===== config.mk =====
export PLATFORM = sky130hd
export DESIGN_NAME = object_and_video_dma_sequencer_flat
export DESIGN_NICKNAME = d
export VERILOG_FILES = /design/src/sv/ovds_pkg.sv /design/src/sv/ovds_if.sv /design/src/sv/ovds_core.sv /design/src/sv/ovds_out_buf.sv /design/src/sv/object_and_video_dma_sequencer.sv /design/src/flat_wrapper.sv
export SDC_FILE = /design/constraint.sdc
export NUM_CORES = 1
export LEC_CHECK = 0
export ABC_AREA = 1
export BUFFER_PORTS_ARGS = -buffer_cell sky130_fd_sc_hd__buf_2
export CORE_MARGIN = 5
export CORE_UTILIZATION = 30
export CTS_BUF_LIST = sky130_fd_sc_hd__clkbuf_8
export CTS_CLUSTER_SIZE = 16
export DETAILED_ROUTE_END_ITERATION = 16
export GPL_TIMING_DRIVEN = 1
export HOLD_SLACK_MARGIN = 0.05
export PLACE_DENSITY_LB_ADDON = 0.1
export SLEW_MARGIN = 20
export SYNTH_ARGS = -nofsm -noshare
export SYNTH_HDL_FRONTEND = slang
export SYNTH_SLANG_ARGS = --single-unit

===== constraint.sdc =====
create_clock -name clk -period 5 [get_ports clk]
set_input_delay 1 -clock clk [delete_from_list [all_inputs] [get_ports clk]]
set_output_delay 1 -clock clk [all_outputs]
set_load 0.01 [all_outputs]

===== src/sv/ovds_pkg.sv =====
package ovds_pkg;

  localparam int OBJECT_BYTES = 160;
  localparam int BLOCK_BYTES  = 16;

  localparam int OBJ_IDX_W = (OBJECT_BYTES > 1) ? $clog2(OBJECT_BYTES) : 1;
  localparam int BLK_W     = (BLOCK_BYTES > 1) ? $clog2(BLOCK_BYTES) : 1;

  localparam logic [15:0] OBJ_BASE  = 16'hFE00;
  localparam logic [15:0] VRAM_BASE = 16'h8000;
  localparam logic [7:0]  BLOCKS_DONE = 8'hFF;

  typedef enum logic [2:0] {
    CMD_SET_SOURCE    = 3'd0,
    CMD_SET_TARGET    = 3'd1,
    CMD_START_GENERAL = 3'd2,
    CMD_START_HBLANK  = 3'd3,
    CMD_HBLANK_EVENT  = 3'd4,
    CMD_START_OBJECT  = 3'd5,
    CMD_TICK          = 3'd6
  } cmd_t;

  typedef enum logic [1:0] {
    MODE_IDLE    = 2'd0,
    MODE_GENERAL = 2'd1,
    MODE_HBLANK  = 2'd2
  } mode_t;

  typedef enum logic {
    CHAN_OBJECT = 1'b0,
    CHAN_VIDEO  = 1'b1
  } chan_t;

  typedef struct packed {
    logic [15:0] source_address;
    logic [15:0] target_address;
    logic        channel;
    logic        last_of_transfer;
    logic [7:0]  blocks_remaining;
  } result_t;

endpackage


===== src/sv/ovds_if.sv =====
interface ovds_in_if;
  logic        valid;
  logic        ready;
  logic [2:0]  command;
  logic [15:0] value;

  modport source (output valid, output command, output value, input ready);
  modport sink   (input valid, input command, input value, output ready);
endinterface

interface ovds_out_if;
  logic        valid;
  logic        ready;
  logic [15:0] source_address;
  logic [15:0] target_address;
  logic        channel;
  logic        last_of_transfer;
  logic [7:0]  blocks_remaining;

  modport source (output valid, output source_address, output target_address,
                  output channel, output last_of_transfer, output blocks_remaining,
                  input ready);
  modport sink   (input valid, input source_address, input target_address,
                  input channel, input last_of_transfer, input blocks_remaining,
                  output ready);
endinterface


===== src/sv/ovds_core.sv =====
module ovds_core (
  input  logic                clk,
  input  logic                rst_n,
  input  logic                accept,
  input  logic [2:0]          command,
  input  logic [15:0]         value,
  output logic                res_valid,
  output ovds_pkg::result_t   res
);
  import ovds_pkg::*;

  logic                 obj_active_r, obj_active_nxt;
  logic [7:0]           obj_page_r, obj_page_nxt;
  logic [OBJ_IDX_W-1:0] obj_index_r, obj_index_nxt;
  logic [15:0]          vid_source_r, vid_source_nxt;
  logic [15:0]          vid_target_r, vid_target_nxt;
  logic [7:0]           blocks_left_r, blocks_left_nxt;
  mode_t                mode_r, mode_nxt;
  logic [BLK_W-1:0]     block_byte_r, block_byte_nxt;
  logic                 block_armed_r, block_armed_nxt;

  logic [OBJ_IDX_W:0]   obj_index_inc;
  logic                 obj_last;
  logic [BLK_W:0]       block_byte_inc;
  logic                 block_end;
  logic [7:0]           blocks_dec;
  logic                 video_go;

  always_comb begin
    obj_index_inc  = {1'b0, obj_index_r} + 1'b1;
    obj_last       = (obj_index_inc >= (OBJ_IDX_W+1)'(OBJECT_BYTES));
    block_byte_inc = {1'b0, block_byte_r} + 1'b1;
    block_end      = (block_byte_inc >= (BLK_W+1)'(BLOCK_BYTES));
    blocks_dec     = blocks_left_r - 8'd1;
    video_go       = (mode_r == MODE_GENERAL) || ((mode_r == MODE_HBLANK) && block_armed_r);
  end

  always_comb begin
    obj_active_nxt  = obj_active_r;
    obj_page_nxt    = obj_page_r;
    obj_index_nxt   = obj_index_r;
    vid_source_nxt  = vid_source_r;
    vid_target_nxt  = vid_target_r;
    blocks_left_nxt = blocks_left_r;
    mode_nxt        = mode_r;
    block_byte_nxt  = block_byte_r;
    block_armed_nxt = block_armed_r;
    res_valid       = 1'b0;
    res             = '0;
    if (accept) begin
      unique case (command)
        CMD_SET_SOURCE: vid_source_nxt = value;
        CMD_SET_TARGET: vid_target_nxt = value;
        CMD_START_GENERAL, CMD_START_HBLANK: begin
          blocks_left_nxt = value[7:0];
          mode_nxt        = (command == CMD_START_GENERAL) ? MODE_GENERAL : MODE_HBLANK;
          block_byte_nxt  = '0;
          block_armed_nxt = 1'b0;
        end
        CMD_HBLANK_EVENT: begin
          if ((mode_r == MODE_HBLANK) && !block_armed_r) begin
            block_armed_nxt = 1'b1;
            block_byte_nxt  = '0;
          end
        end
        CMD_START_OBJECT: begin
          obj_page_nxt   = value[7:0];
          obj_index_nxt  = '0;
          obj_active_nxt = 1'b1;
        end
        CMD_TICK: begin
          // The object copy always wins the bus over the video copy.
          if (obj_active_r) begin
            res_valid                = 1'b1;
            res.source_address       = {obj_page_r, 8'd0} + 16'(obj_index_r);
            res.target_address       = OBJ_BASE + 16'(obj_index_r);
            res.channel              = CHAN_OBJECT;
            res.last_of_transfer     = obj_last;
            res.blocks_remaining     = blocks_left_r;
            obj_active_nxt           = !obj_last;
            obj_index_nxt            = obj_last ? '0 : obj_index_inc[OBJ_IDX_W-1:0];
          end else if (video_go) begin
            res_valid                = 1'b1;
            res.source_address       = vid_source_r;
            res.target_address       = VRAM_BASE + vid_target_r;
            res.channel              = CHAN_VIDEO;
            res.blocks_remaining     = blocks_left_r;
            vid_source_nxt           = vid_source_r + 16'd1;
            vid_target_nxt           = vid_target_r + 16'd1;
            block_byte_nxt           = block_byte_inc[BLK_W-1:0];
            if (block_end) begin
              block_byte_nxt       = '0;
              block_armed_nxt      = 1'b0;
              blocks_left_nxt      = blocks_dec;
              res.blocks_remaining = blocks_dec;
              res.last_of_transfer = (blocks_dec == BLOCKS_DONE) || (mode_r == MODE_HBLANK);
              if (blocks_dec == BLOCKS_DONE) begin
                mode_nxt = MODE_IDLE;
              end
            end
          end
        end
        default: ;
      endcase
    end
  end

  always_ff @(posedge clk) begin
    if (!rst_n) begin
      obj_active_r  <= 1'b0;
      obj_page_r    <= '0;
      obj_index_r   <= '0;
      vid_source_r  <= '0;
      vid_target_r  <= '0;
      blocks_left_r <= BLOCKS_DONE;
      mode_r        <= MODE_IDLE;
      block_byte_r  <= '0;
      block_armed_r <= 1'b0;
    end else begin
      obj_active_r  <= obj_active_nxt;
      obj_page_r    <= obj_page_nxt;
      obj_index_r   <= obj_index_nxt;
      vid_source_r  <= vid_source_nxt;
      vid_target_r  <= vid_target_nxt;
      blocks_left_r <= blocks_left_nxt;
      mode_r        <= mode_nxt;
      block_byte_r  <= block_byte_nxt;
      block_armed_r <= block_armed_nxt;
    end
  end

  a_obj_index_range: assert property (@(posedge clk) disable iff (!rst_n)
    {1'b0, obj_index_r} < (OBJ_IDX_W+1)'(OBJECT_BYTES))
    else $error("object index beyond the copy length");

  a_idle_index_zero: assert property (@(posedge clk) disable iff (!rst_n)
    !obj_active_r |-> (obj_index_r == '0))
    else $error("object index not cleared while the object copy is idle");

  a_armed_only_hblank: assert property (@(posedge clk) disable iff (!rst_n)
    block_armed_r |-> (mode_r == MODE_HBLANK))
    else $error("hblank block armed outside hblank mode");

  a_finish_to_idle: assert property (@(posedge clk) disable iff (!rst_n)
    (res_valid && res.channel == CHAN_VIDEO && res.blocks_remaining == BLOCKS_DONE
     && res.last_of_transfer && mode_r == MODE_GENERAL) |=> (mode_r == MODE_IDLE))
    else $error("general copy did not return to idle after its last beat");
endmodule


===== src/sv/ovds_out_buf.sv =====
module ovds_out_buf (
  input  logic              clk,
  input  logic              rst_n,
  input  logic              push,
  input  ovds_pkg::result_t push_data,
  output logic              space,
  ovds_out_if.source        out_ch
);
  import ovds_pkg::*;

  logic    out_valid_r, out_valid_nxt;
  result_t out_data_r, out_data_nxt;
  logic    skid_valid_r, skid_valid_nxt;
  result_t skid_data_r, skid_data_nxt;
  logic    pop;

  assign pop   = out_valid_r && out_ch.ready;
  assign space = !skid_valid_r;

  always_comb begin
    out_valid_nxt  = out_valid_r;
    out_data_nxt   = out_data_r;
    skid_valid_nxt = skid_valid_r;
    skid_data_nxt  = skid_data_r;
    if (!out_valid_r || pop) begin
      if (skid_valid_r) begin
        out_valid_nxt  = 1'b1;
        out_data_nxt   = skid_data_r;
        skid_valid_nxt = 1'b0;
      end else begin
        out_valid_nxt = push;
        out_data_nxt  = push_data;
      end
    end else if (push) begin
      // The output register is stalled, so the new beat parks in the skid stage.
      skid_valid_nxt = 1'b1;
      skid_data_nxt  = push_data;
    end
  end

  always_ff @(posedge clk) begin
    if (!rst_n) begin
      out_valid_r  <= 1'b0;
      skid_valid_r <= 1'b0;
    end else begin
      out_valid_r  <= out_valid_nxt;
      skid_valid_r <= skid_valid_nxt;
    end
    out_data_r  <= out_data_nxt;
    skid_data_r <= skid_data_nxt;
  end

  assign out_ch.valid            = out_valid_r;
  assign out_ch.source_address   = out_data_r.source_address;
  assign out_ch.target_address   = out_data_r.target_address;
  assign out_ch.channel          = out_data_r.channel;
  assign out_ch.last_of_transfer = out_data_r.last_of_transfer;
  assign out_ch.blocks_remaining = out_data_r.blocks_remaining;

  a_skid_behind_out: assert property (@(posedge clk) disable iff (!rst_n)
    skid_valid_r |-> out_valid_r)
    else $error("skid stage holds a beat while the output register is empty");

  a_no_push_when_full: assert property (@(posedge clk) disable iff (!rst_n)
    skid_valid_r |-> !push)
    else $error("beat pushed while both stages are full");

  a_skid_drains: assert property (@(posedge clk) disable iff (!rst_n)
    (skid_valid_r && pop) |=> (out_valid_r && !skid_valid_r))
    else $error("skid stage did not move forward after the output was taken");
endmodule


===== src/sv/object_and_video_dma_sequencer.sv =====
// A tick that has work passes its beat from the core into the output register, or into the skid stage.
// Throughput: one command per cycle while the skid stage is empty; a two-deep output register and skid stage keep
// input acceptance going while a single result beat waits to be taken.
// Reset is synchronous and active low: no copy active, addresses zero, block count 0xFF,
// video mode idle, and both output stages empty.
module object_and_video_dma_sequencer (
  input  logic       clk,
  input  logic       rst_n,
  ovds_in_if.sink    in_ch,
  ovds_out_if.source out_ch
);
  import ovds_pkg::*;

  logic    accept;
  logic    space;
  logic    res_valid;
  result_t res;

  assign in_ch.ready = space;
  assign accept      = in_ch.valid && space;

  ovds_core u_core (
    .clk       (clk),
    .rst_n     (rst_n),
    .accept    (accept),
    .command   (in_ch.command),
    .value     (in_ch.value),
    .res_valid (res_valid),
    .res       (res)
  );

  ovds_out_buf u_out_buf (
    .clk       (clk),
    .rst_n     (rst_n),
    .push      (res_valid),
    .push_data (res),
    .space     (space),
    .out_ch    (out_ch)
  );
endmodule

===== src/flat_wrapper.sv =====
// flat-port wrapper written by rule: the top's interface ports become plain ports
module object_and_video_dma_sequencer_flat import ovds_pkg::*;
  (clk, rst_n, in_ch_valid, in_ch_command, in_ch_value, in_ch_ready, out_ch_valid, out_ch_source_address, out_ch_target_address, out_ch_channel, out_ch_last_of_transfer, out_ch_blocks_remaining, out_ch_ready);
  ovds_in_if in_ch_i ();
  ovds_out_if out_ch_i ();
  input  logic clk;
  input  logic rst_n;
  input wire logic [$bits(in_ch_i.valid)-1:0] in_ch_valid;
  input wire logic [$bits(in_ch_i.command)-1:0] in_ch_command;
  input wire logic [$bits(in_ch_i.value)-1:0] in_ch_value;
  output wire logic [$bits(in_ch_i.ready)-1:0] in_ch_ready;
  output wire logic [$bits(out_ch_i.valid)-1:0] out_ch_valid;
  output wire logic [$bits(out_ch_i.source_address)-1:0] out_ch_source_address;
  output wire logic [$bits(out_ch_i.target_address)-1:0] out_ch_target_address;
  output wire logic [$bits(out_ch_i.channel)-1:0] out_ch_channel;
  output wire logic [$bits(out_ch_i.last_of_transfer)-1:0] out_ch_last_of_transfer;
  output wire logic [$bits(out_ch_i.blocks_remaining)-1:0] out_ch_blocks_remaining;
  input wire logic [$bits(out_ch_i.ready)-1:0] out_ch_ready;
  assign in_ch_i.valid = in_ch_valid;
  assign in_ch_i.command = in_ch_command;
  assign in_ch_i.value = in_ch_value;
  assign in_ch_ready = in_ch_i.ready;
  assign out_ch_valid = out_ch_i.valid;
  assign out_ch_source_address = out_ch_i.source_address;
  assign out_ch_target_address = out_ch_i.target_address;
  assign out_ch_channel = out_ch_i.channel;
  assign out_ch_last_of_transfer = out_ch_i.last_of_transfer;
  assign out_ch_blocks_remaining = out_ch_i.blocks_remaining;
  assign out_ch_i.ready = out_ch_ready;
  object_and_video_dma_sequencer u_core (.clk(clk), .rst_n(rst_n), .in_ch(in_ch_i), .out_ch(out_ch_i));
endmodule

# --- After elaboration in Yosys (flattened, before gate mapping) ---
# Index checks and enable logic that the tools add are counted.
totals:
  register_bits: 150
  input_bits: 23
  out_inout_bits: 44
  word_cells: 119
classes:
  n_addsub: 8
  n_lt_le_gt_ge: 2
  n_eq_ne: 15
  mux: 42
  bitwise: 2
  reduce_logical: 29
op_table:
  columns: ["operator", "n"]
  rows:
  - ["two-way mux 42 bit", 5]
  - ["two-way mux 16 bit", 4]
  - ["case mux 16 bit (2 select lines)", 2]
  - ["two-way mux 8 bit", 5]
  - ["adder 16 x 1 -> 16 bit (second input constant)", 2]
  - ["case mux 8 bit (2 select lines)", 2]
  - ["adder 16 bit (first input constant)", 1]
  - ["adder 16 x 8 -> 16 bit", 1]
  - ["two-way mux 4 bit", 4]
  - ["inequality test 2 bit (second input constant)", 6]
  - ["case mux 4 bit (3 select lines)", 1]
  - ["AND reduction 6 bit", 2]
  - ["adder 10 x 9 -> 11 bit (first input constant)", 1]
  - ["two-way mux 1 bit", 10]
  - ["two-way mux 2 bit", 5]
  - ["AND reduction 5 bit", 2]
  - ["adder 8 x 1 -> 9 bit (second input constant)", 1]
  - ["== test 3 bit (second input constant)", 3]
  - ["greater-or-equal comparator 9 x 8 -> 1 bit (second input constant)", 1]
  - ["two-way mux 9 bit", 1]
  - ["== test 8 bit (second input constant)", 1]
  - ["AND reduction 4 bit", 2]
  - ["nonzero test 2 bit", 4]
  - ["subtractor 8 x 1 -> 8 bit (second input constant)", 1]
  - ["other kinds (18)", 31]

# --- Longest topological paths before layout ---
logic_depth:
  ltp_word: 9
  ltp_mapped: 13
  mapped_depth_nobuf: 13

# --- By module ---
# From an unflattened synthesis, not the netlist that was laid out.
hier_totals:
  hier_cells: 882
  area_unflattened_um2: 7340.8
modules_own_cells:
  columns: ["mod", "instances", "cells_each", "area_each_um2", "seq_area_each_um2"]
  rows:
  - ["ovds_core", 1, 649, 4095.2, 1281.2]
  - ["ovds_out_buf", 1, 231, 3238.1, 2562.5]
  - ["object_and_video_dma_sequencer", 1, 2, 7.5, 0.0]

# --- Worst setup path before layout ---
# OpenSTA, ideal clock, no wires.
synth_path:
  path_type: "input to register"
  start: "in out_ch_ready"
  end: "reg u_core.u_out_buf.skid_data_r[0] in the netlist's numbering (enable)"
  setup_ns: 0.441
  t_arrival_ns: 3.903
  t_required_ns: 4.559
  setup_slack_ns: 0.656
  path_stages: 3
  path_buffers: 0
  path_cell_list: "inv_1 > nand2_1 > nor2_1"
synth_between:
  elab_chain_len: 4
synth_rtl:
  columns: ["element", "line", "rtl"]
  rows:
  - ["start, declared", "flat_wrapper.sv:18", "input wire logic [$bits(out_ch_i.ready)-1:0] out_ch_ready;"]
  - ["logical AND 1 bit", "ovds_out_buf.sv:17", "assign pop = out_valid_r && out_ch.ready;"]
  - ["logical OR 1 bit", "ovds_out_buf.sv:25", "if (!out_valid_r || pop) begin"]
  - ["inverter 1 bit (no line)", null, null]
  - ["AND reduction 2 bit (no line)", null, null]
  - ["end signal, assigned", "ovds_out_buf.sv:50", "skid_data_r <= skid_data_nxt;"]
  - ["end, declared", "ovds_out_buf.sv:14", "result_t skid_data_r, skid_data_nxt;"]
# No other way between the ends.
# A chain may end at the register's enable or synchronous reset.

# --- Worst setup path after layout ---
layout_path:
  start: "in in_ch_command[0]"
  end: "reg u_core.u_out_buf.skid_data_r[30] in the netlist's numbering (enable)"
layout_between:
  elab_chain_len: 4
layout_rtl:
  columns: ["element", "line", "rtl"]
  rows:
  - ["start, declared", "flat_wrapper.sv:9", "input wire logic [$bits(in_ch_i.command)-1:0] in_ch_command;"]
  - ["== test 3 bit", "ovds_core.sv:51", "unique case (command)"]
  - ["two-way mux 1 bit", "ovds_core.sv:51", null]
  - ["two-way mux 1 bit", "ovds_core.sv:50", "if (accept) begin"]
  - ["AND reduction 2 bit (no line)", null, null]
# No other way between the ends.

==> impl_results.md <==
- Status: finished, final reports clean
- Vias in the first global route: approximately 5700
- Leak: between 3 and 4 nW
- CP arrival: 2.74 ns
- Reg-to-reg critical path endpoint: u_core.u_out_buf.skid_data_r[30]
- Finished Cell Area: 8350 um2
- Clk sink count: 150
- Initial Utilization: 0.302
- Tightest Pin Transition: about 0.9 ns
- Port Buffer Count: 66
- Fin crit share: 0.529
- Number of antenna repair diodes: 0
- Post-CTS setup buffers: 0
- Hold path depth: 2
- Mapped Avg Cell Area: ~8.4 um2
- Multi-input logic area: 2960 um2
- Largest family of logic cells by synthesized area: simple AND/OR/NAND/NOR gates
- Worst clock skew: 0.0146 ns
- Min-delay src: u_core.u_core.block_armed_r
- R2r setup slk: ~2.6 ns
- Overflow after GRT: 0
- CORE AREA: roughly 24000 um2
- Max-slew violations: 0
- Min-Delay Path Class: flop to flop
- First-pass GRT wire length: about 34000 um
- Worst Reg2Reg Path Length in Cells: 5
- HPWL Detailed: 15900 um
- Synthesis-to-finish area growth: 15.1%
- Chip Height: ~170 um
- Hold Violations, Final: 0
- Syn Inst Count: between 800 and 900
- Sequential area share after synthesis: 0.530
- Sequential standard cell area: between 3000 and 4000 um2
- Power density over cell area: between 300 and 400 nW/um2
- Clock root buffer: clkbuf_8
- Post-route ant nets: 0
- CTS tree: yes
- Worst r2r src: u_core.u_core.obj_active_r
- Post-synth cell types: 44
- Hold Crit Endpoint: u_core.u_core.block_armed_r
- PnR worst setup slack: roughly 2.4 ns
- Clock period minus worst slack: 2.65 ns
- Yosys warning count: 0
- DRT Pass-1 Iters: 5
- Synthesis-stage register bit count: 150
- Share of layout cells above drive strength 1: 0.148
- Initial antenna violation count: 0
- Row cnt: 57
- Final setup viols: 0
- Slew margin rel.: 0.389
- Synth Flop Type: edfxtp_1
- Asr flop ratio synth: 0
- Worst-path maximum fanout: 40
- Most frequent cells in the layout: nand2_1, nor2_1, o21ai_0, edfxtp_1, inv_1
- Adder-cell share of the synthesized area: 0.0103
- Max Fclk: around 380 MHz
- CTS max path bufs: 2
- Final std cells w/o fill: approximately 1300
- Clk slew on worst S/H paths: around 0.090 ns
- Unrepaired setup endpoints after global routing: false
- DR WL/cell: roughly 18 um
- Maxcap violations: 0
- Post-Syn Area: 7260 um2
- Residual DRC count: 0
- Mux cell area share after synthesis: 0
- GP Congestion: a little over 0.8
- GR Util All Layers: 0.164
- Insertion delay to the later sink of the worst-skew pair: ~0.45 ns
- WS Path Type: input pin to flop
- Synth Area in XOR/XNOR: 0.0169
- Largest net degree at the start of global routing: 47
- Die width: approximately 170 um
- WP data required: just over 5 ns
- Final WL: 22100 um
- Synthesized net count: 891
- Most common cell after layout, fill and taps aside: nand2_1
- Number of DRC markers in iteration 0: 385
- Pre-CTS setup slack: approximately 1.9 ns
- Cts hold-fix bufs: 0
- CTS Buf Count: 17
- Compound-Gate Fraction of Synth Area: 0.167
- Post-DP Area: ~7900 um2
- H-Tree Level Count: 4
- I/O pin cnt: 67
- Critical Path End Type: flop
- Dpl cells: about 1200
- Peak VDD IR: ~0.12 mV
- Die footprint: approximately 27000 um2
- Simple-Gate Fraction of Synth Area: 0.212
- Vias/cell: ~4.8
- PostCTS Resize Cnt: 0
- Setup TNS: 0 ns
- Post-synth EDFFs: 84
- DR vias: roughly 6000
- Filler instances: 2545
- Nets: roughly 950
- Startpoint types: input pin
-- through the flow --
step / power (mW) / util / hold WS [ns]
2_1_floorplan: 1.48 / - / 0.442
3_3_place_gp: 1.56 / 0.329 / 0.474
3_5_place_dp: 1.56 / 0.329 / 0.465
4_1_cts: 2.61 / 0.347 / 0.482
5_1_grt: 2.68 / 0.347 / 0.506
6_report: 2.58 / 0.347 / 0.485
-- flip-flops by register name, indices dropped and copies added (netlist names), 2 cells and up --
register / count
u_core.u_out_buf.skid_data_r: 42
u_core.u_core.vid_source_r: 16
u_core.u_core.vid_target_r: 16
u_core.u_out_buf.out_ch.source_address: 16
u_core.u_out_buf.out_ch.target_address: 16
u_core.u_core.blocks_left_r: 8
u_core.u_core.obj_index_r: 8
u_core.u_core.obj_page_r: 8
u_core.u_out_buf.out_ch.blocks_remaining: 8
u_core.u_core.block_byte_r: 4
u_core.u_core.mode_r: 2
-- worst max-delay path: stages --
cell     delay (ns)
buf_2          0.12
inv_1          0.07
nand2_2        0.07
nor2_4         0.11
inv_4          0.19
nor2_8         0.23
nand2_2        0.15
nor2_4         0.27
buf_4          0.47
-- where the power goes --
part	switching [mW]	total [mW]	leakage [nW]	internal, mW
Sequential	0.0270	1.34	1.35	1.31
Combinational	0.136	0.187	1.87	0.0510
Clock	0.506	1.05	0.225	0.549
-- kinds of logic after synthesis --
group,after synthesis
and+or+nand+nor,361
AOI/OAI and AO/OA,216
DFF,150
buffers and inverters,115
xor gates and xnor gates,14
adders and majority gates,6
-- Yosys cell counts (all sizes together) (2+ instances only) --
cell type  number  area, um2
ha              6       75.1
nand2         184        718
a21oi          50        254
inv            83        314
xor2           11       96.3
or2             3       18.8
xnor2           3       26.3
nor2          110        462
o211ai          8       60.1
a21o           14        105
o21ai         120        612
edfxtp         84       2520
dfxtp          66       1320
nand4           4       25.0
o22ai           3       38.8
clkbuf         13       48.8
a31oi          15       93.8
clkinv          2       7.51
nor3           12       71.3
nand3          46        230
buf            17       97.6
o21bai          3       22.5
-- how the worst max path moves through the flow --
| stage | start | to | slack, ns | cells after the start |
|---|---|---|---|---|
| floorplan | out_ch_ready | u_core.u_out_buf.skid_data_r[0] | 0.66 | 3 |
| global placement | in_ch_command[0] | u_core.u_out_buf.skid_data_r[29] | 1.88 | 9 |
| detailed placement | in_ch_command[0] | u_core.u_out_buf.skid_data_r[29] | 1.87 | 9 |
| CTS | u_core.u_out_buf.skid_valid_r | in_ch_ready | 2.28 | 2 |
| global route | in_ch_command[0] | u_core.u_core.obj_index_r[1] | 2.15 | 12 |
| finish | in_ch_command[0] | u_core.u_out_buf.skid_data_r[30] | 2.35 | 9 |
-- metal layers --
metal,track usage,up-vias,share of wire
li1,-,3029,-
met1,0.257,2830,0.53
met2,0.230,133,0.41
met3,0.0290,22,0.044
met4,0.0442,0,0.016
met5,0,-,0
-- area by class of cell --
cell class,instances,area share
well taps,324,0.0485
multi-input cells,597,0.354
clock inverters,15,0.0241
flip-flops and latches,150,0.460
repair buffers,74,0.0467
clock buffers,17,0.0280
inverters,85,0.0385
(Power assumes the default switching activity.)
